$ cat src/rtl/mme_pkg.sv
// Package for the matrix multiply engine: item types, mode and register codes,
// and the fixed field widths and defaults. No dependencies.
`default_nettype none

package mme_pkg;

  // Fixed field widths of the item, result and cfg channels.
  localparam int CFG_WIDTH     = 4;
  localparam int IDX_WIDTH     = 3;
  localparam int IN_ELEM_WIDTH = 16;
  localparam int PROD_WIDTH    = 36;

  // Defaults for the top-level parameters.
  localparam int DEF_MAX_DIM    = 8;
  localparam int DEF_ELEM_WIDTH = 16;

  // Reset value of every size register.
  localparam logic [CFG_WIDTH-1:0] CFG_RESET = 4'd3;

  // Operation carried by an input item; the fourth code is ignored.
  typedef enum logic [1:0] {
    MODE_LOAD_A  = 2'd0,
    MODE_LOAD_B  = 2'd1,
    MODE_COMPUTE = 2'd2
  } mode_t;

  // Configuration register indexes.
  typedef enum logic [1:0] {
    REG_ROWS  = 2'd0,
    REG_INNER = 2'd1,
    REG_COLS  = 2'd2
  } cfg_reg_t;

  typedef struct packed {
    mode_t                             mode;
    logic [IDX_WIDTH-1:0]              row_index;
    logic [IDX_WIDTH-1:0]              col_index;
    logic signed [IN_ELEM_WIDTH-1:0]   element_value;
  } in_item_t;

  typedef struct packed {
    logic signed [PROD_WIDTH-1:0]      product_value;
    logic [IDX_WIDTH-1:0]              out_row;
    logic [IDX_WIDTH-1:0]              out_col;
    logic                              last;
  } out_item_t;

endpackage

`default_nettype wire

$ cat src/rtl/matrix_multiply_engine_top.sv
// Top level of the matrix multiply engine: element stores, index sequencer,
// multiply-accumulate pipeline and result register. Depends on mme_pkg.
//
// Usage:
//   The item channel (item_valid, item_stall, item) carries load and compute
//   items. A load of A or B writes one element; loads whose row or
//   column lie outside the configured sizes are dropped. A compute item walks
//   the product in row-major order and sends one result item per element on
//   the result channel (result_valid, result_stall, result), with last set on
//   the final element.
//   Each product element takes one multiply-accumulate per step of the inner
//   dimension, one per cycle while the receiver does not stall, limited by the
//   single read port of each element store. A step passes the read registers,
//   the multiply register and the accumulator; the result register takes the
//   final sum of an element. Input items are stalled while a run is still
//   reading the stores; loads may follow once the last read issued.
//   When the receiver stalls, the pipeline and the store reads freeze and
//   resume with nothing lost. Size registers are written on the cfg channel
//   while the block is idle; sizes of 0 act as 1, sizes above MAX_DIM as MAX_DIM.
//   Reset clears the control state and sets all sizes to 3. Store contents
//   are undefined until written.
`default_nettype none

module matrix_multiply_engine_top
  import mme_pkg::*;
#(
  parameter int MAX_DIM    = DEF_MAX_DIM,
  parameter int ELEM_WIDTH = DEF_ELEM_WIDTH
) (
  input  wire logic                 clk,
  input  wire logic                 rst,
  input  wire logic                 item_valid,
  output logic                      item_stall,
  input  wire in_item_t             item,
  output logic                      result_valid,
  input  wire logic                 result_stall,
  output out_item_t                 result,
  input  wire logic                 cfg_valid,
  output logic                      cfg_ready,
  input  wire logic [1:0]           cfg_index,
  input  wire logic [CFG_WIDTH-1:0] cfg_data
);

  localparam int DEPTH = MAX_DIM * MAX_DIM;
  localparam int AW    = $clog2(DEPTH);
  localparam int DW    = $clog2(MAX_DIM);
  localparam int MW    = 2 * ELEM_WIDTH;
  localparam logic [AW-1:0] DIM_A = AW'(MAX_DIM);

  // Clamp a size register to the range 1..MAX_DIM.
  function automatic logic [CFG_WIDTH-1:0] eff_size(input logic [CFG_WIDTH-1:0] r);
    logic [CFG_WIDTH-1:0] s;
    s = r;
    if (r == '0) s = CFG_WIDTH'(1);
    else if (int'(r) > MAX_DIM) s = CFG_WIDTH'(MAX_DIM);
    return s;
  endfunction

  // Size registers.
  logic [CFG_WIDTH-1:0] rows_of_first;
  logic [CFG_WIDTH-1:0] inner_size;
  logic [CFG_WIDTH-1:0] cols_of_second;
  logic [CFG_WIDTH-1:0] nr, nk, nc;

  assign nr = eff_size(rows_of_first);
  assign nk = eff_size(inner_size);
  assign nc = eff_size(cols_of_second);

  // Element stores.
  logic [ELEM_WIDTH-1:0] first_store  [DEPTH];
  logic [ELEM_WIDTH-1:0] second_store [DEPTH];

  // Sequencer and pipeline state.
  logic          busy;
  logic [DW-1:0] ci, cj, ck;
  logic          adv;
  logic          issue;
  logic          k_end, j_end, i_end;

  logic                  s1_valid, s1_first, s1_last, s1_final;
  logic [DW-1:0]         s1_i, s1_j;
  logic [ELEM_WIDTH-1:0] a_q, b_q;

  logic                  s2_valid, s2_first, s2_last, s2_final;
  logic [DW-1:0]         s2_i, s2_j;
  logic signed [MW-1:0]  prod_q;

  logic signed [PROD_WIDTH-1:0] acc;
  logic signed [PROD_WIDTH-1:0] sum;

  logic                  accept;
  logic [ELEM_WIDTH-1:0] elem_w;
  logic [AW-1:0]         load_addr;
  logic [AW-1:0]         addr_a, addr_b;
  logic                  load_a_ok, load_b_ok;

  // Handshakes.
  assign item_stall = busy;
  assign cfg_ready  = !busy;
  assign accept     = item_valid && !item_stall;
  assign adv        = !result_valid || !result_stall;
  assign issue      = busy && adv;

  // Load decoding.
  assign elem_w    = ELEM_WIDTH'($unsigned(item.element_value));
  assign load_addr = AW'(item.row_index) * DIM_A + AW'(item.col_index);
  assign load_a_ok = (CFG_WIDTH'(item.row_index) < nr) && (CFG_WIDTH'(item.col_index) < nk);
  assign load_b_ok = (CFG_WIDTH'(item.row_index) < nk) && (CFG_WIDTH'(item.col_index) < nc);

  // Read addresses of the current dot-product step.
  assign addr_a = AW'(ci) * DIM_A + AW'(ck);
  assign addr_b = AW'(ck) * DIM_A + AW'(cj);

  assign k_end = CFG_WIDTH'(ck) == nk - 1'b1;
  assign j_end = CFG_WIDTH'(cj) == nc - 1'b1;
  assign i_end = CFG_WIDTH'(ci) == nr - 1'b1;

  // Configuration writes.
  always_ff @(posedge clk) begin
    if (rst) begin
      rows_of_first  <= CFG_RESET;
      inner_size     <= CFG_RESET;
      cols_of_second <= CFG_RESET;
    end else if (cfg_valid && cfg_ready) begin
      case (cfg_index)
        REG_ROWS:  rows_of_first  <= cfg_data;
        REG_INNER: inner_size     <= cfg_data;
        REG_COLS:  cols_of_second <= cfg_data;
        default:   ;
      endcase
    end
  end

  // Store writes from load items.
  always_ff @(posedge clk) begin
    if (accept && item.mode == MODE_LOAD_A && load_a_ok) begin
      first_store[load_addr] <= elem_w;
    end
    if (accept && item.mode == MODE_LOAD_B && load_b_ok) begin
      second_store[load_addr] <= elem_w;
    end
  end

  // Store reads, registered, one pair per dot-product step.
  always_ff @(posedge clk) begin
    if (issue) begin
      a_q <= first_store[addr_a];
      b_q <= second_store[addr_b];
    end
  end

  // Index sequencer: k innermost, then j, then i.
  always_ff @(posedge clk) begin
    if (rst) begin
      busy <= 1'b0;
      ci   <= '0;
      cj   <= '0;
      ck   <= '0;
    end else if (!busy) begin
      if (accept && item.mode == MODE_COMPUTE) begin
        busy <= 1'b1;
        ci   <= '0;
        cj   <= '0;
        ck   <= '0;
      end
    end else if (adv) begin
      if (!k_end) begin
        ck <= ck + 1'b1;
      end else begin
        ck <= '0;
        if (!j_end) begin
          cj <= cj + 1'b1;
        end else begin
          cj <= '0;
          if (!i_end) begin
            ci <= ci + 1'b1;
          end else begin
            busy <= 1'b0;
          end
        end
      end
    end
  end

  // Tags that travel beside the read data.
  always_ff @(posedge clk) begin
    if (rst) begin
      s1_valid <= 1'b0;
    end else if (adv) begin
      s1_valid <= busy;
    end
  end

  always_ff @(posedge clk) begin
    if (issue) begin
      s1_first <= (ck == '0);
      s1_last  <= k_end;
      s1_final <= k_end && j_end && i_end;
      s1_i     <= ci;
      s1_j     <= cj;
    end
  end

  // Multiply stage.
  always_ff @(posedge clk) begin
    if (rst) begin
      s2_valid <= 1'b0;
    end else if (adv) begin
      s2_valid <= s1_valid;
    end
  end

  always_ff @(posedge clk) begin
    if (adv && s1_valid) begin
      prod_q   <= $signed(a_q) * $signed(b_q);
      s2_first <= s1_first;
      s2_last  <= s1_last;
      s2_final <= s1_final;
      s2_i     <= s1_i;
      s2_j     <= s1_j;
    end
  end

  // Accumulate stage; a step that opens an element starts from zero.
  assign sum = (s2_first ? '0 : acc) + PROD_WIDTH'(prod_q);

  always_ff @(posedge clk) begin
    if (adv && s2_valid) begin
      acc <= sum;
    end
  end

  // Result register.
  always_ff @(posedge clk) begin
    if (rst) begin
      result_valid <= 1'b0;
    end else if (adv && s2_valid && s2_last) begin
      result_valid <= 1'b1;
    end else if (!result_stall) begin
      result_valid <= 1'b0;
    end
  end

  always_ff @(posedge clk) begin
    if (adv && s2_valid && s2_last) begin
      result.product_value <= sum;
      result.out_row       <= IDX_WIDTH'(s2_i);
      result.out_col       <= IDX_WIDTH'(s2_j);
      result.last          <= s2_final;
    end
  end

endmodule

`default_nettype wire
$ cat config.mk
export PLATFORM = sky130hd
export DESIGN_NAME = matrix_multiply_engine_top
export DESIGN_NICKNAME = d
export VERILOG_FILES = /design/src/rtl/mme_pkg.sv /design/src/rtl/matrix_multiply_engine_top.sv
export SDC_FILE = /design/constraint.sdc
export NUM_CORES = 2
export LEC_CHECK = 0
export ABC_AREA = 1
export BUFFER_PORTS_ARGS = -buffer_cell sky130_fd_sc_hd__buf_2
export CAP_MARGIN = 0
export CORE_MARGIN = 3
export CORE_UTILIZATION = 26
export CTS_BUF_LIST = sky130_fd_sc_hd__clkbuf_8 sky130_fd_sc_hd__clkbuf_16
export DETAILED_ROUTE_END_ITERATION = 8
export PLACE_DENSITY = 0.53
export SLEW_MARGIN = 20
export SYNTH_ARGS = -nofsm -noshare
export SYNTH_HDL_FRONTEND = slang
export SYNTH_SLANG_ARGS = --single-unit
$ cat constraint.sdc
create_clock -name clk -period 5.34 [get_ports clk]
set_input_delay 1.335 -clock clk [delete_from_list [all_inputs] [get_ports clk]]
set_output_delay 1.335 -clock clk [all_outputs]
set_load 0.02 [all_outputs]
==> summary.md <==
| Metric | Value |
|---|---|
| Status | complete, but fails checks |
| Failing checks | negative setup slack |
| Pint | between 40000 and 50000 µW |
| P_leak | around 0.044 µW |
| Mean Syn Cell Area | between 10 and 15 µm² |
| Initial antenna violation count | 14 |
| Initial DRT Pass Iterations | 5 |
| CTS Buf Count | between 200 and 250 |
| Die ar. | around 400000 µm² |
| Final Hold Fails | 0 |
| Core area | about 390000 µm² |
| Pwr Density | about 510 nW/µm² |
| Count of final max-slew check failures | 0 |
| Initial Util | between 20% and 30% |
| Setup_tns | -472 ps |
| CP Max Fanout | 4 |
| PortBufs | 80 |
| Die Span Y | between 600 and 700 µm |
| Worst-case clock skew | between 100 and 150 ps |
| Vias in the first global route | roughly 66000 |
| Worst path arrival time | approximately 6000 ps |
| H-tree depth | 4 |
| Most used cell, CP | fa_1 |
| CP endpoint kind | flip-flop |
| Syn_nets | about 9600 |
| Area delta synth->final | 17.3% |
| Synth area leaders | edfxtp_1 (65%), nand2_1 (9.0%), nand3_1 (7.2%) |
| Min-delay worst type | reg2reg |
| Drt initial violations | 6531 |
| GR Util met2 | 24.3% |
| Leading area contributor after synthesis | edfxtp_1 |
| First-pass GRT wire length | around 440 mm |
| HPWL Detailed | around 180 mm |
| Sw Ratio | 34.4% |
| Largest net degree at the start of global routing | just under 200 |
| GR Util met1 | between 10% and 20% |
| Seq/Total Area, Yosys | between 60% and 70% |
| Reg2reg end | prod_q[26] |
| Nets | about 9800 |
| Tot GR Track Use | between 10 and 15% |
| Worst setup SP type | flip-flop |
| Vias/cell | between 4 and 5 |
| DRC violations left | 0 |
| Clock Pin Slew Worst Setup and Hold Paths | approximately 60 ps |
| Top-area cell type share of the netlist area | about two thirds |
| Share of layout cells above drive strength 1 | between 10% and 20% |
| Slew at the pin closest to its max-slew limit | between 1000 and 1500 ps |
| Worst Path Required | about 6000 ps |
| Mapped Area | around 100000 µm² |
| Psw | ~21000 µW |
| Critical Path Sink | prod_q[26] |
| Relative slew margins | 26.0% |
| R2r startpoint | a_q[6] |
| Critical path's slowest cell | fa_1 |
| RSZ-0062 raised after global routing | true |
| Mapped Cells | 9165 |
| Clock Power Share | between 20% and 30% |
| Crit path largest cell delay | between 500 and 600 ps |
| Met3 usage | between 1.5 and 2% |
| Vias | 68341 |
| Clock period minus worst slack | 5410 ps |
| ANT nets after route | 0 |
| Comb power frac | between 40% and 50% |
| Rows | roughly 230 |
| Commonest non-fill, non-tap cells in the layout | nand2_1 (2424), edfxtp_1 (2209), nand3_1 (1477), inv_1 (665), buf_4 (355) |
| Worst Slack Setup Final | -69.8 ps |
| Distinct cells, synth | 43 |
| Primary FF master, synth | edfxtp_1 |
| FFs w/ async S/R, synth | 0% |
| CTS tree | done |
| WS Path Type | reg2reg |
| WL/cell | roughly 20 µm |
| Io pins | between 80 and 90 |
| Most common cell after layout, fill and taps aside | nand2_1 |
| Crit. Startpoint | a_q[6] |
| CTS root buffer | clkbuf_16 |
| Post-synth EDFFs | 2209 |
| Reg-to-reg slack, setup | -70 ps |
| FF-to-FF path depth | 23 |
| Fin util | a little over 30% |
| # clock sinks | approximately 2200 |
| Clk_lat worst skew | 920 ps |
| Post-synthesis register bit count | approximately 2200 |
| Max-cap viol count | 0 |
| GPL Wtd Cong | approximately 0.86 |
| Crit share post-route | 101% |
| Global route overflow | 0 |
| Synthesis Warnings | 0 |
| VDD IR max | 1.10 mV |
| Hold_sp | s2_j[1] |
| Fmax | roughly 180 MHz |
| Sequential share of power | between 30% and 40% |
| Max clock buf depth | 4 |
| Final setup vio count | 10 |
| Final WL | between 200 and 300 mm |
| Most Crowded Layer GR | met2 |
| CP cell instances | buf_6, buf_6, nand2_4, inv_2, fa_1, inv_1, fa_2, fa_1, inv_2, fa_1, fa_1, fa_1, ha_4, buf_12, buf_6, nand2_4, inv_4, a21oi_4, buf_4, o21ai_2, nand2_1, nand3_1, xor2_1 |
| Die width | ~630 µm |
-- per-stage QoR --
step                      hold WS, ps  cell area, µm²  cells  worst slack, ps  power [µW]
final                             419          120000  14785            -69.8       61400
after global routing              434          120000  14781             -345       64800
after CTS                         421          119000  14746            -58.4       57200
after detailed placement          413          111000  14301             -304       38900
after global placement            415          111000  14301             -370       39100
after floorplan                   400          103000   9165             7.02       31100
-- repair_timing --
action | CTS | global route
gates cloned | 0 | 1
gates resized for setup | 84 | 225
pin swaps | 21 | 97
hold endpoints to repair | 0 | 0
setup endpoints to repair | 21 | 22
buffers inserted | 6 | 26
hold buffers | 0 | 0
-- critical path: cells and delay by family, from the launching register on --
| kind | cells | cell delay (ps) |
|---|---|---|
| adder cells (fa/ha/maj) | 7 | 3170 |
| XOR/XNOR | 1 | 150 |
| flip-flops | 1 | 470 |
| AND/OR/NAND/NOR | 4 | 270 |
| AO/OA/AOI/OAI | 2 | 210 |
| buffers and inverters | 9 | 860 |
-- registers in the layout (all words and copies together), names as in the netlist, 4 cells and up --
name and flops:
prod_q 32, first_store 1024, acc 36, inner_size 4
second_store 1024, result 43, cols_of_second 4, a_q 16
b_q 16, rows_of_first 4
-- layout make-up --
type / count / area [µm²]
Fill cell: 39717 / 271000
Tap cell: 5197 / 6500
Clock inverter: 199 / 1670
Multi-Input combinational cell: 5706 / 32200
Sequential cell: 2234 / 66900
Inverter: 693 / 2680
Timing Repair Buffer: 503 / 4250
Antenna cell: 13 / 32.5
Clock buffer: 240 / 6010
-- cell usage after synthesis (4+ instances only) --
cell	instances
or2_2	9
o22ai_1	96
nand3_1	1484
dfxtp_1	25
a21o_1	4
nand2_1	2470
inv_2	5
a21oi_1	215
nand4_1	18
o21bai_1	11
buf_2	285
edfxtp_1	2209
buf_4	30
o21ai_1	43
nand3b_1	4
buf_1	27
nor3_1	163
clkbuf_1	175
o21ai_0	338
nor2_1	373
buf_6	14
o211ai_1	5
xor2_1	44
inv_1	683
xnor2_1	13
ha_1	132
fa_1	263
-- how the worst min path moves through the flow --
stage	endpoint	slack, ps	cells past startpoint
floorplan	result[0]	400	0
global placement	result[2]	420	0
detailed placement	result[2]	410	0
CTS	result[2]	420	0
global route	result[2]	430	0
finish	result[2]	420	0
-- power groups by stage --
stage          Clock, µW  Combinational, µW  Sequential [µW]
2_1_floorplan          0              10600            20500
6_report           16300              24800            20200
4_1_cts            16600              20300            20200
5_1_grt            17300              27200            20200
3_3_place_gp           0              18500            20600
3_5_place_dp           0              18400            20600
-- layer usage --
layer / up-vias / wire length [µm] / part of all wire, %
li1: 31933 / - / -
met1: 34071 / 130000 / 44
met2: 1899 / 144000 / 48
met3: 436 / 15400 / 5.1
met4: 2 / 9530 / 3.2
met5: - / 13 / 0.0043
-- cell families after synthesis --
family / after synthesis / share of synthesized area (%)
simple gates: 4532 / 18.7
compound gates: 722 / 3.74
xor+xnor: 57 / 0.487
buf+inv: 1225 / 5.06
fa+ha+maj: 395 / 6.75
flops: 2234 / 65.2
Note: power is estimated with default switching activity, not from simulation.
